`config.mk`:
```
export PLATFORM = sky130hd
export DESIGN_NAME = deadline_sorted_callout_timer_core
export DESIGN_NICKNAME = d
export VERILOG_FILES = /design/src/design/dsct_pkg.sv /design/src/design/dsct_ctrl.sv /design/src/design/dsct_dpath.sv /design/src/design/deadline_sorted_callout_timer_core.sv
export SDC_FILE = /design/constraint.sdc
export NUM_CORES = 2
export LEC_CHECK = 0
export BUFFER_PORTS_ARGS = -buffer_cell sky130_fd_sc_hd__buf_4
export CAP_MARGIN = 15
export CORE_MARGIN = 2
export CORE_UTILIZATION = 58
export DETAILED_ROUTE_END_ITERATION = 12
export PLACE_DENSITY_LB_ADDON = 0.15
export SYNTH_ARGS = -nofsm -noshare
export SYNTH_HDL_FRONTEND = slang
export SYNTH_SLANG_ARGS = --single-unit
```
`constraint.sdc`:
```
create_clock -name clk_i -period 7.7 [get_ports clk_i]
set_input_delay 0 -clock clk_i [delete_from_list [all_inputs] [get_ports clk_i]]
set_output_delay 0 -clock clk_i [all_outputs]
set_load 0.05 [all_outputs]
```
`src/design/dsct_pkg.sv`:
```
// Shared types and constants of the deadline sorted callout timer.
// Holds command codes, register indexes, controller states and the
// controller/datapath command and status structs. No dependencies.
`timescale 1ns / 1ps

package dsct_pkg;

  // Command codes carried in the request tuser
  localparam logic [2:0] CMD_TICK   = 3'd0;
  localparam logic [2:0] CMD_AFTER  = 3'd1;
  localparam logic [2:0] CMD_AT     = 3'd2;
  localparam logic [2:0] CMD_EVERY  = 3'd3;
  localparam logic [2:0] CMD_CANCEL = 3'd4;
  localparam logic [2:0] CMD_QUERY  = 3'd5;
  // Spare codes, answered like a query
  localparam logic [2:0] CMD_RSVD_6 = 3'd6;
  localparam logic [2:0] CMD_RSVD_7 = 3'd7;

  // Configuration register indexes
  localparam logic [1:0] CFG_TICKS_PER_US = 2'd0;
  localparam logic [1:0] CFG_MIN_LEAD     = 2'd1;
  localparam logic [1:0] CFG_MAX_LEAD     = 2'd2;

  // Configuration reset values
  localparam logic [7:0]  TICKS_PER_US_RST = 8'd48;
  localparam logic [15:0] MIN_LEAD_RST     = 16'd50;
  localparam logic [31:0] MAX_LEAD_RST     = 32'd4000000000;

  // Port widths
  localparam int unsigned IN_TDATA_W  = 104;
  localparam int unsigned OUT_TDATA_W = 8;
  localparam int unsigned CFG_ADDR_W  = 2;
  localparam int unsigned CFG_DATA_W  = 32;

  // Controller states
  typedef enum logic [3:0] {
    S_IDLE,
    S_DISPATCH,
    S_RM_WALK,
    S_POST_RM,
    S_EN_WALK,
    S_ACK,
    S_FIRE_CHK,
    S_FIRE_HEAD,
    S_FIRE_PER,
    S_FIRE_OUT,
    S_RS_CALC,
    S_RS_PICK
  } state_e;

  // Datapath operations, one per cycle
  typedef enum logic [3:0] {
    OP_NONE,
    OP_LATCH,
    OP_TICK,
    OP_SET_CALLED,
    OP_WALK_CLR,
    OP_WALK_INC,
    OP_RM_SHIFT,
    OP_CANCEL,
    OP_SCHED,
    OP_EN_INSERT,
    OP_ACK,
    OP_FIRE_HEAD,
    OP_FIRE_PER,
    OP_FIRE_OUT,
    OP_RS_CALC,
    OP_RS_PICK
  } dp_op_e;

  typedef struct packed {
    dp_op_e op;
  } ctl_t;

  typedef struct packed {
    logic [2:0] cmd;
    logic       e_invalid;
    logic       pending;
    logic       rm_end;
    logic       rm_match;
    logic       en_adv;
    logic       en_full;
    logic       walk_zero;
    logic       due;
    logic       head_fire;
    logic       fire_more;
    logic       per_nz;
    logic       out_free;
    logic       qlen_over;
  } st_t;

endpackage

```
`src/design/dsct_ctrl.sv`:
```
// Controller state machine of the callout timer.
// Sequences removal, sorted insert, firing and compare update; uses dsct_pkg.
`timescale 1ns / 1ps

module dsct_ctrl (
  input  logic          clk_i,
  input  logic          rst_ni,
  input  logic          in_valid_i,
  output logic          in_ready_o,
  input  dsct_pkg::st_t st_i,
  output dsct_pkg::ctl_t ctl_o
);

  dsct_pkg::state_e state_q, state_d;
  logic             fire_q, fire_d;
  logic             sched_cmd;

  assign sched_cmd = (st_i.cmd == dsct_pkg::CMD_AFTER) || (st_i.cmd == dsct_pkg::CMD_AT) ||
                     (st_i.cmd == dsct_pkg::CMD_EVERY) || (st_i.cmd == dsct_pkg::CMD_CANCEL);

  // State and mode registers
  always_ff @(posedge clk_i or negedge rst_ni) begin
    if (!rst_ni) begin
      state_q <= dsct_pkg::S_IDLE;
      fire_q  <= 1'b0;
    end else begin
      state_q <= state_d;
      fire_q  <= fire_d;
    end
  end

  // Next state and datapath operation
  always_comb begin
    state_d    = state_q;
    fire_d     = fire_q;
    ctl_o.op   = dsct_pkg::OP_NONE;
    in_ready_o = 1'b0;
    unique case (state_q)
      dsct_pkg::S_IDLE: begin
        in_ready_o = 1'b1;
        if (in_valid_i) begin
          ctl_o.op = dsct_pkg::OP_LATCH;
          state_d  = dsct_pkg::S_DISPATCH;
        end
      end
      dsct_pkg::S_DISPATCH: begin
        if (st_i.cmd == dsct_pkg::CMD_TICK) begin
          ctl_o.op = dsct_pkg::OP_TICK;
          fire_d   = 1'b1;
          state_d  = dsct_pkg::S_FIRE_CHK;
        end else begin
          fire_d = 1'b0;
          if (st_i.e_invalid || !sched_cmd) begin
            ctl_o.op = dsct_pkg::OP_SET_CALLED;
            state_d  = dsct_pkg::S_ACK;
          end else if (st_i.pending) begin
            ctl_o.op = dsct_pkg::OP_WALK_CLR;
            state_d  = dsct_pkg::S_RM_WALK;
          end else begin
            state_d = dsct_pkg::S_POST_RM;
          end
        end
      end
      dsct_pkg::S_RM_WALK: begin
        if (st_i.rm_end) begin
          state_d = dsct_pkg::S_POST_RM;
        end else if (st_i.rm_match) begin
          ctl_o.op = dsct_pkg::OP_RM_SHIFT;
          state_d  = dsct_pkg::S_POST_RM;
        end else begin
          ctl_o.op = dsct_pkg::OP_WALK_INC;
        end
      end
      dsct_pkg::S_POST_RM: begin
        if (st_i.cmd == dsct_pkg::CMD_CANCEL) begin
          ctl_o.op = dsct_pkg::OP_CANCEL;
          state_d  = dsct_pkg::S_ACK;
        end else begin
          ctl_o.op = dsct_pkg::OP_SCHED;
          state_d  = dsct_pkg::S_EN_WALK;
        end
      end
      dsct_pkg::S_EN_WALK: begin
        if (st_i.en_adv) begin
          ctl_o.op = dsct_pkg::OP_WALK_INC;
        end else if (st_i.en_full) begin
          state_d = fire_q ? dsct_pkg::S_FIRE_OUT : dsct_pkg::S_ACK;
        end else begin
          ctl_o.op = dsct_pkg::OP_EN_INSERT;
          if (fire_q) state_d = dsct_pkg::S_FIRE_OUT;
          else if (st_i.walk_zero) state_d = dsct_pkg::S_RS_CALC;
          else state_d = dsct_pkg::S_ACK;
        end
      end
      dsct_pkg::S_ACK: begin
        if (st_i.out_free) begin
          ctl_o.op = dsct_pkg::OP_ACK;
          state_d  = dsct_pkg::S_IDLE;
        end
      end
      dsct_pkg::S_FIRE_CHK: begin
        if (!st_i.due) state_d = dsct_pkg::S_IDLE;
        else if (st_i.head_fire) state_d = dsct_pkg::S_FIRE_HEAD;
        else state_d = dsct_pkg::S_RS_CALC;
      end
      dsct_pkg::S_FIRE_HEAD: begin
        ctl_o.op = dsct_pkg::OP_FIRE_HEAD;
        state_d  = dsct_pkg::S_FIRE_PER;
      end
      dsct_pkg::S_FIRE_PER: begin
        ctl_o.op = dsct_pkg::OP_FIRE_PER;
        state_d  = st_i.per_nz ? dsct_pkg::S_EN_WALK : dsct_pkg::S_FIRE_OUT;
      end
      dsct_pkg::S_FIRE_OUT: begin
        if (st_i.out_free) begin
          ctl_o.op = dsct_pkg::OP_FIRE_OUT;
          state_d  = st_i.fire_more ? dsct_pkg::S_FIRE_HEAD : dsct_pkg::S_RS_CALC;
        end
      end
      dsct_pkg::S_RS_CALC: begin
        ctl_o.op = dsct_pkg::OP_RS_CALC;
        state_d  = dsct_pkg::S_RS_PICK;
      end
      dsct_pkg::S_RS_PICK: begin
        ctl_o.op = dsct_pkg::OP_RS_PICK;
        state_d  = fire_q ? dsct_pkg::S_IDLE : dsct_pkg::S_ACK;
      end
      default: state_d = dsct_pkg::S_IDLE;
    endcase
  end

endmodule

```
`src/design/dsct_dpath.sv`:
```
// Datapath of the callout timer: timebase, sorted queue slots, period
// memory, compare time and result register. Uses dsct_pkg.
`timescale 1ns / 1ps

module dsct_dpath #(
  parameter int unsigned ENTRIES   = 16,
  parameter int unsigned TIME_BITS = 48,
  parameter int unsigned MAX_FIRE  = 64
) (
  input  logic                               clk_i,
  input  logic                               rst_ni,
  input  logic [dsct_pkg::IN_TDATA_W-1:0]    in_data_i,
  input  logic [2:0]                         in_cmd_i,
  output logic                               out_valid_o,
  input  logic                               out_ready_i,
  output logic [dsct_pkg::OUT_TDATA_W-1:0]   out_data_o,
  output logic                               out_kind_o,
  output logic                               out_last_o,
  input  logic                               cfg_we_i,
  input  logic [dsct_pkg::CFG_ADDR_W-1:0]    cfg_addr_i,
  input  logic [dsct_pkg::CFG_DATA_W-1:0]    cfg_wdata_i,
  input  dsct_pkg::ctl_t                     ctl_i,
  output dsct_pkg::st_t                      st_o
);

  localparam int unsigned IW = (ENTRIES > 1) ? $clog2(ENTRIES) : 1;
  localparam int unsigned WW = $clog2(ENTRIES + 1);
  localparam int unsigned NW = $clog2(MAX_FIRE + 1);
  localparam int unsigned TB = TIME_BITS;

  function automatic logic [TB-1:0] sat_add(input logic [TB-1:0] a, input logic [TB-1:0] b);
    logic [TB:0] s;
    s = {1'b0, a} + {1'b0, b};
    return s[TB] ? {TB{1'b1}} : s[TB-1:0];
  endfunction

  // Configuration and timebase
  logic [7:0]    tpu_q;
  logic [15:0]   minl_q;
  logic [31:0]   maxl_q;
  logic [TB-1:0] now_q, cmp_q;
  logic [7:0]    sub_q;

  // Request fields and working values
  logic [2:0]    cmd_q;
  logic [3:0]    e_q;
  logic [IW-1:0] ent_q;
  logic [TB-1:0] tv_q, iv_q, d_q, old_q, soon_q, far_q;
  logic          called_q;
  logic [WW-1:0] walk_q, qlen_q;
  logic [NW-1:0] n_q;

  // Entry state and queue slots
  logic [ENTRIES-1:0] pend_q;
  logic [IW-1:0]      qent_q [ENTRIES];
  logic [TB-1:0]      qdl_q  [ENTRIES];
  logic [IW-1:0]      dn_ent [ENTRIES];
  logic [TB-1:0]      dn_dl  [ENTRIES];
  logic [IW-1:0]      up_ent [ENTRIES];
  logic [TB-1:0]      up_dl  [ENTRIES];

  // Period memory
  logic [TB-1:0] per_mem [ENTRIES];
  logic [TB-1:0] per_rd_q;
  logic          per_we;
  logic [TB-1:0] per_wdata;

  // Output register
  logic       ov_q, okind_q, olast_q, ocalled_q;
  logic [3:0] oent_q;

  logic [63:0]   tv64, iv64;
  logic [IW-1:0] walk_idx;
  logic [8:0]    sub_inc;
  logic          out_free, head_fire, fire_more, out_load;

  assign tv64     = 64'(in_data_i[51:4]);
  assign iv64     = 64'(in_data_i[99:52]);
  assign walk_idx = walk_q[IW-1:0];
  assign sub_inc  = {1'b0, sub_q} + 9'd1;
  assign out_free = !ov_q || out_ready_i;
  assign out_load = (ctl_i.op == dsct_pkg::OP_ACK) || (ctl_i.op == dsct_pkg::OP_FIRE_OUT);
  assign head_fire = (qlen_q != '0) && (qdl_q[0] <= now_q);
  assign fire_more = ((n_q + NW'(1)) < NW'(MAX_FIRE)) && head_fire;

  // Status toward the controller
  always_comb begin
    st_o.cmd       = cmd_q;
    st_o.e_invalid = 32'(e_q) >= 32'(ENTRIES);
    st_o.pending   = pend_q[ent_q];
    st_o.rm_end    = walk_q >= qlen_q;
    st_o.rm_match  = (walk_q < qlen_q) && (qent_q[walk_idx] == ent_q);
    st_o.en_adv    = (walk_q < qlen_q) && (qdl_q[walk_idx] <= d_q);
    st_o.en_full   = qlen_q >= WW'(ENTRIES);
    st_o.walk_zero = walk_q == '0;
    st_o.due       = now_q >= cmp_q;
    st_o.head_fire = head_fire;
    st_o.fire_more = fire_more;
    st_o.per_nz    = per_rd_q != '0;
    st_o.out_free  = out_free;
    st_o.qlen_over = qlen_q > WW'(ENTRIES);
  end

  // Shifted slot views for removal and insertion
  for (genvar j = 0; j < ENTRIES; j++) begin : g_shift
    if (j < ENTRIES - 1) begin : g_dn
      assign dn_ent[j] = qent_q[j+1];
      assign dn_dl[j]  = qdl_q[j+1];
    end else begin : g_dn_end
      assign dn_ent[j] = qent_q[j];
      assign dn_dl[j]  = qdl_q[j];
    end
    if (j > 0) begin : g_up
      assign up_ent[j] = qent_q[j-1];
      assign up_dl[j]  = qdl_q[j-1];
    end else begin : g_up_end
      assign up_ent[j] = qent_q[j];
      assign up_dl[j]  = qdl_q[j];
    end
  end

  // Queue slots: shift down on removal or a fired head, open a gap on insert
  always_ff @(posedge clk_i) begin
    for (int j = 0; j < ENTRIES; j++) begin
      case (ctl_i.op)
        dsct_pkg::OP_RM_SHIFT: begin
          if (WW'(j) >= walk_q) begin
            qent_q[j] <= dn_ent[j];
            qdl_q[j]  <= dn_dl[j];
          end
        end
        dsct_pkg::OP_FIRE_HEAD: begin
          qent_q[j] <= dn_ent[j];
          qdl_q[j]  <= dn_dl[j];
        end
        dsct_pkg::OP_EN_INSERT: begin
          if (WW'(j) == walk_q) begin
            qent_q[j] <= ent_q;
            qdl_q[j]  <= d_q;
          end else if (WW'(j) > walk_q) begin
            qent_q[j] <= up_ent[j];
            qdl_q[j]  <= up_dl[j];
          end
        end
        default: ;
      endcase
    end
  end

  // Period memory: one write port, one registered read port
  always_comb begin
    per_we    = 1'b0;
    per_wdata = '0;
    if (ctl_i.op == dsct_pkg::OP_CANCEL) begin
      per_we = 1'b1;
    end else if (ctl_i.op == dsct_pkg::OP_SCHED) begin
      per_we    = 1'b1;
      per_wdata = (cmd_q == dsct_pkg::CMD_EVERY) ? iv_q : '0;
    end
  end

  always_ff @(posedge clk_i) begin
    if (per_we) per_mem[ent_q] <= per_wdata;
    if (ctl_i.op == dsct_pkg::OP_FIRE_HEAD) per_rd_q <= per_mem[qent_q[0]];
  end

  // Working payload registers
  always_ff @(posedge clk_i) begin
    case (ctl_i.op)
      dsct_pkg::OP_LATCH: begin
        cmd_q <= in_cmd_i;
        e_q   <= in_data_i[3:0];
        ent_q <= IW'(in_data_i[3:0]);
        tv_q  <= tv64[TB-1:0];
        iv_q  <= iv64[TB-1:0];
      end
      dsct_pkg::OP_SET_CALLED: called_q <= st_o.e_invalid || !pend_q[ent_q];
      dsct_pkg::OP_CANCEL:     called_q <= 1'b1;
      dsct_pkg::OP_SCHED: begin
        d_q      <= (cmd_q == dsct_pkg::CMD_AT) ? tv_q : sat_add(now_q, tv_q);
        called_q <= 1'b0;
      end
      dsct_pkg::OP_FIRE_HEAD: begin
        ent_q <= qent_q[0];
        old_q <= qdl_q[0];
      end
      dsct_pkg::OP_FIRE_PER: begin
        if (per_rd_q != '0) begin
          d_q      <= sat_add(old_q, per_rd_q);
          called_q <= 1'b0;
        end else begin
          called_q <= 1'b1;
        end
      end
      dsct_pkg::OP_RS_CALC: begin
        soon_q <= sat_add(now_q, TB'(minl_q));
        far_q  <= sat_add(now_q, TB'(maxl_q));
      end
      default: ;
    endcase
  end

  // Control state: configuration, timebase, compare, queue length, pending, walk, fire count, output
  always_ff @(posedge clk_i or negedge rst_ni) begin
    if (!rst_ni) begin
      tpu_q     <= dsct_pkg::TICKS_PER_US_RST;
      minl_q    <= dsct_pkg::MIN_LEAD_RST;
      maxl_q    <= dsct_pkg::MAX_LEAD_RST;
      now_q     <= '0;
      sub_q     <= '0;
      cmp_q     <= '1;
      qlen_q    <= '0;
      walk_q    <= '0;
      n_q       <= '0;
      pend_q    <= '0;
      ov_q      <= 1'b0;
      okind_q   <= 1'b0;
      olast_q   <= 1'b0;
      ocalled_q <= 1'b0;
      oent_q    <= '0;
    end else begin
      if (cfg_we_i) begin
        unique case (cfg_addr_i)
          dsct_pkg::CFG_TICKS_PER_US: tpu_q  <= cfg_wdata_i[7:0];
          dsct_pkg::CFG_MIN_LEAD:     minl_q <= cfg_wdata_i[15:0];
          dsct_pkg::CFG_MAX_LEAD:     maxl_q <= cfg_wdata_i;
          default: ;
        endcase
      end
      // Drop a taken result unless a new one loads this cycle
      if (ov_q && out_ready_i && !out_load) ov_q <= 1'b0;
      case (ctl_i.op)
        dsct_pkg::OP_TICK: begin
          n_q <= '0;
          if (sub_inc >= {1'b0, tpu_q}) begin
            sub_q <= '0;
            now_q <= now_q + TB'(1);
          end else begin
            sub_q <= sub_inc[7:0];
          end
        end
        dsct_pkg::OP_WALK_CLR: walk_q <= '0;
        dsct_pkg::OP_WALK_INC: walk_q <= walk_q + WW'(1);
        dsct_pkg::OP_RM_SHIFT: qlen_q <= qlen_q - WW'(1);
        dsct_pkg::OP_CANCEL:   pend_q[ent_q] <= 1'b0;
        dsct_pkg::OP_SCHED: begin
          pend_q[ent_q] <= 1'b1;
          walk_q        <= '0;
        end
        dsct_pkg::OP_EN_INSERT: qlen_q <= qlen_q + WW'(1);
        dsct_pkg::OP_FIRE_HEAD: begin
          qlen_q            <= qlen_q - WW'(1);
          pend_q[qent_q[0]] <= 1'b0;
        end
        dsct_pkg::OP_FIRE_PER: begin
          if (per_rd_q != '0) begin
            pend_q[ent_q] <= 1'b1;
            walk_q        <= '0;
          end
        end
        dsct_pkg::OP_ACK: begin
          ov_q      <= 1'b1;
          okind_q   <= 1'b0;
          oent_q    <= e_q;
          ocalled_q <= called_q;
          olast_q   <= 1'b1;
        end
        dsct_pkg::OP_FIRE_OUT: begin
          ov_q      <= 1'b1;
          okind_q   <= 1'b1;
          oent_q    <= 4'(ent_q);
          ocalled_q <= called_q;
          olast_q   <= !fire_more;
          n_q       <= n_q + NW'(1);
        end
        dsct_pkg::OP_RS_PICK: begin
          if (qlen_q == '0) cmp_q <= far_q;
          else if (qdl_q[0] <= soon_q) cmp_q <= soon_q;
          else if (qdl_q[0] < far_q) cmp_q <= qdl_q[0];
          else cmp_q <= far_q;
        end
        default: ;
      endcase
    end
  end

  assign out_valid_o = ov_q;
  assign out_data_o  = {3'b000, ocalled_q, oent_q};
  assign out_kind_o  = okind_q;
  assign out_last_o  = olast_q;

endmodule

```
`src/design/deadline_sorted_callout_timer_core.sv`:
```
// Deadline sorted callout timer: one request at a time. A query or an invalid
// entry is answered without a queue walk; a schedule or cancel walks the queue
// slots, one per cycle. A tick fires the due entries and re-inserts each
// periodic one in sorted order.
// Reset is asynchronous, active low: queue empty, time zero, compare all ones.
`timescale 1ns / 1ps

module deadline_sorted_callout_timer_core #(
  parameter int unsigned ENTRIES   = 16,
  parameter int unsigned TIME_BITS = 48,
  parameter int unsigned MAX_FIRE  = 64
) (
  input  logic                             clk_i,
  input  logic                             rst_ni,
  input  logic                             s_axis_tvalid,
  output logic                             s_axis_tready,
  input  logic [dsct_pkg::IN_TDATA_W-1:0]  s_axis_tdata,   // entry[3:0], time_value[51:4],
                                                           // interval[99:52], zero fill
  input  logic [2:0]                       s_axis_tuser,   // cmd[2:0]
  output logic                             m_axis_tvalid,
  input  logic                             m_axis_tready,
  output logic [dsct_pkg::OUT_TDATA_W-1:0] m_axis_tdata,   // entry[3:0], called[4]
  output logic [0:0]                       m_axis_tuser,   // kind[0]
  output logic                             m_axis_tlast,
  input  logic                             cfg_we_i,
  input  logic [dsct_pkg::CFG_ADDR_W-1:0]  cfg_addr_i,
  input  logic [dsct_pkg::CFG_DATA_W-1:0]  cfg_wdata_i
);

  dsct_pkg::ctl_t ctl;
  dsct_pkg::st_t  st;

  dsct_ctrl u_ctrl (
    .clk_i      (clk_i),
    .rst_ni     (rst_ni),
    .in_valid_i (s_axis_tvalid),
    .in_ready_o (s_axis_tready),
    .st_i       (st),
    .ctl_o      (ctl)
  );

  dsct_dpath #(
    .ENTRIES   (ENTRIES),
    .TIME_BITS (TIME_BITS),
    .MAX_FIRE  (MAX_FIRE)
  ) u_dpath (
    .clk_i       (clk_i),
    .rst_ni      (rst_ni),
    .in_data_i   (s_axis_tdata),
    .in_cmd_i    (s_axis_tuser),
    .out_valid_o (m_axis_tvalid),
    .out_ready_i (m_axis_tready),
    .out_data_o  (m_axis_tdata),
    .out_kind_o  (m_axis_tuser[0]),
    .out_last_o  (m_axis_tlast),
    .cfg_we_i    (cfg_we_i),
    .cfg_addr_i  (cfg_addr_i),
    .cfg_wdata_i (cfg_wdata_i),
    .ctl_i       (ctl),
    .st_o        (st)
  );

  // A new result is loaded only when the output register is free
  a_emit_free: assert property (@(posedge clk_i) disable iff (!rst_ni)
    (ctl.op == dsct_pkg::OP_ACK || ctl.op == dsct_pkg::OP_FIRE_OUT) |-> st.out_free)
    else $error("result loaded over a waiting result");

  // The queue never holds more slots than entries
  a_qlen: assert property (@(posedge clk_i) disable iff (!rst_ni) !st.qlen_over)
    else $error("queue length beyond table size");

  // A taken request blocks the next one until its work is done
  a_one_at_a_time: assert property (@(posedge clk_i) disable iff (!rst_ni)
    (s_axis_tvalid && s_axis_tready) |=> !s_axis_tready)
    else $error("request accepted while another is in work");

  // A firing result, once loaded, is valid and marked with the firing kind
  a_fire_kind: assert property (@(posedge clk_i) disable iff (!rst_ni)
    (ctl.op == dsct_pkg::OP_FIRE_OUT) |=> (m_axis_tvalid && m_axis_tuser[0]))
    else $error("firing result lost its kind");

endmodule
```
==> qor.csv <==
stage,metric,value,unit
outcome,status,finished clean,
global_routing,grt total ovfl,0,
clock_network,"Reg clk slew, reported paths",0.06,ns
layout,layout cells sized above 1,15.6,%
worst_setup_path,critical path class,register to register,
layout,largest registers,"u_dpath.per_mem x768, u_dpath.qdl_q x768, u_dpath.qent_q x64",
logic_synthesis,Synth Register Bits,2154,
timing,Slew Limit Fails,0,
clock_network,post-CTS setup buffers,0,
floorplan,Die Span Y,445,um
worst_setup_path,crit-path most repeated cell,buf_4,
layout,"most common cell after layout, fill and taps aside",edfxtp_1,
logic_synthesis,synth top area cells,"edfxtp_1 (52%), mux4_2 (10%), ha_1 (4.5%), mux2i_1 (3.2%), dfrtp_1 (3.1%)",
power,Lkg Pwr,49.9,nW
worst_setup_path,CP Launch Type,register,
layout,Post-Layout Cell Count,12000,
global_routing,largest net degree at the start of global routing,144,
detailed_routing,final wirelength,377,mm
clock_network,CTS tree,built,
worst_setup_path,crit path DAT,7.55,ns
worst_setup_path,Worst path top cell family by delay,simple AND/OR/NAND/NOR gates,
worst_setup_path,reg2reg start,u_dpath.walk_q[2],
timing,fmax,146,MHz
worst_setup_path,Register-to-Register Path Depth,15,
detailed_routing,DRC viols,0,
floorplan,full die area,198000,sq um
worst_setup_path,R2R Setup Slk,0.87,ns
global_routing,GRT Overall Usage,37.7,%
logic_synthesis,"Seq/Total Area, Yosys",56.4,%
global_routing,first-pass GRT wire length,546,mm
power,P per Cell Area,298,nW/um^2
worst_setup_path,Max stage delay on crit path,1.07,ns
logic_synthesis,share of the synthesized area in the top cell type,51.8,%
clock_network,CTS Buf Count,222,
placement,placed cell areas,118000,sq um
hold_path,hold path startpoint,cfg_addr_i[0],
worst_setup_path,Worst path slowest cell,dfrtp_4,
timing,crit path time final,6.83,ns
placement,# port buffers,150,
worst_setup_path,Crit. End Element,register,
detailed_routing,via count,82900,
placement,Placed Cells,11300,
hold_path,hold crit path type,input port to register,
detailed_routing,initial DRC count,11700,
layout,most frequent cells in the layout,"edfxtp_1 (1948), nand2_1 (856), nor2_1 (752)",
placement,RD Place Congestion,0.983,
timing,RSZ-0062 raised after global routing,false,
logic_synthesis,mapped cell area,113000,sq um
timing,measured slew at the worst slew-check pin,1.35,ns
layout,fin area,129000,sq um
timing,fin crit share,88.8,%
worst_setup_path,CP Max Fanout,51,
timing,final hold vios,0,
floorplan,Core Area,194000,sq um
power,worst vdd ir,312,uV
layout,Syn-to-layout area delta,13.8,%
logic_synthesis,post-synth cell types,94,
layout,final core occ,66.3,%
detailed_routing,post-route ant nets,0,
timing,Clock Skews,0.120,ns
worst_setup_path,Critical Path Stages,15,
worst_setup_path,RR Endpoint,u_dpath.qdl_q[14][42],
floorplan,die width,445,um
timing,Slew HR,9.78,%
worst_setup_path,Critical path buffers and inverters,3,
global_routing,antenna violations before repair,10,
clock_network,clock root cell,clkbuf_16,
logic_synthesis,syn avg cell area,12.6,sq um
logic_synthesis,Mapped Cells,8969,
detailed_routing,Routed wire per std cell,31.4,um
logic_synthesis,dominant synthesized flop cell,edfxtp_1,
logic_synthesis,Async SR Flop Fraction,9.56,%
layout,nets,9806,
logic_synthesis,Yosys top cell by area,edfxtp_1,
detailed_routing,Pre-antenna DRT Iters,7,
hold_path,hold path endpoint,u_dpath.tpu_q[4],
worst_setup_path,Worst EP required,8.41,ns
floorplan,initial core utilization,58.2,%
detailed_routing,via-per-instance ratio,6.91,
clock_network,CTS Buffer Depth,3,
layout,filler instances,13900,
timing,final setup violation count,0,
power,Pwr Total,0.0383,W
logic_synthesis,Post-synth EDFFs,1948,
job,Max Cap Violations,0,
placement,Post-DP HPWL,231,mm
floorplan,Site Rows,162,
global_routing,vias in the first global route,81300,
worst_setup_path,critical path cell sequence,"buf_4, mux4_2, mux4_2, ha_1, nand4_1, nor3_1, a221o_1, a22oi_1, nand4_1, nand2_1, buf_4, a211oi_4, buf_4, nor2_2, a21o_1",
floorplan,I/O pin cnt,158,
clock_network,H-tree levels,4,
logic_synthesis,synth warn,0,
clock_network,clk sinks,2154,
clock_network,clock insertion delay at the later pin of the skew report,0.96,ns
timing,TNS Setup,0,ns
hold_path,worst hold path stage count,6,
## worst min-delay path, stage by stage
cell           delay [ns]
dlygate4sd3_1        0.54
buf_4                0.12
nor3b_1              0.05
buf_4                0.18
nand2_1              0.08
o21ai_0              0.08
## stage by stage
stage / hold slack [ns] / worst slack, ns
CTS: 0.0481 / 1.13
finish: 0.141 / 0.866
global route: 0.147 / 0.824
global placement: 0.0333 / 1.27
floorplan: -0.296 / -0.442
detailed placement: 0.0429 / 1.24
## area by class of cell
class	instances	area, sq um	share of cell area [%]
sequential	2154	63700	49.5
multi-input combinational	5819	46000	35.7
antenna	7	17.5	0.0136
clock buffer	290	5970	4.64
inverter	354	1330	1.03
timing repair buffer	699	7040	5.47
clock inverter	127	1400	1.09
tap	2542	3180	2.47
## cells by family (layout without fill, tap and decap cells)
group | Yosys count | after routing | share of synthesized area, %
simple gates | 2306 | 2306 | 8.99
fa+ha+maj | 410 | 410 | 4.57
other cells | 1 | 10 | 0.00332
mux | 1020 | 1020 | 14.8
flops | 2154 | 2154 | 56.4
compound gates | 1872 | 1872 | 10.3
xor+xnor | 208 | 208 | 1.61
buf+inv | 998 | 1470 | 3.40
## what timing repair did
item / in CTS / in global routing
gates resized for setup: 0 / 0
hold buffers: 305 / 0
hold endpoints to repair: 360 / 0
## Yosys cell counts (74+ instances only)
master,number
nand4_1,107
a21oi_1,593
clkbuf_1,521
nand3_1,149
nand2_1,869
inv_1,350
o22ai_1,178
mux4_2,501
mux2i_1,359
mux2_1,81
a21o_1,195
nor3_1,74
o21ai_0,142
dfrtp_1,140
a22oi_1,116
o21ai_1,155
xnor2_1,145
mux2_2,79
a31oi_1,220
edfxtp_1,1948
nor2_1,778
ha_1,405
## worst max-delay path by stage
| stage | end | slack, ns | from |
|---|---|---|---|
| 2_1_floorplan | u_dpath.qdl_q[4][0] | -0.44 | u_dpath.walk_q[1] |
| 3_3_place_gp | u_dpath.qdl_q[14][16] | 1.27 | u_dpath.walk_q[1] |
| 3_5_place_dp | u_dpath.qdl_q[14][42] | 1.24 | u_dpath.walk_q[1] |
| 4_1_cts | u_dpath.qdl_q[14][42] | 1.13 | u_dpath.walk_q[1] |
| 5_1_grt | u_dpath.qdl_q[14][39] | 0.82 | u_dpath.walk_q[1] |
| 6_report | u_dpath.qdl_q[14][42] | 0.87 | u_dpath.walk_q[2] |
## metal layers
layer | GRT usage (%) | up-vias | routed length (um)
met4 | 20.5 | 6 | 23300
li1 | - | 34800 | -
met1 | 51.0 | 41200 | 139000
met2 | 56.7 | 5855 | 168000
met3 | 9.19 | 1016 | 46600
met5 | 0 | - | 43
## where the power goes
part,internal [W],switching (W)
sequential,0.0151,0.00197
clock,0.00605,0.00498
combinational,0.00396,0.00625
total,0.0251,0.0132
Note: power is estimated with default switching activity, not from simulation.
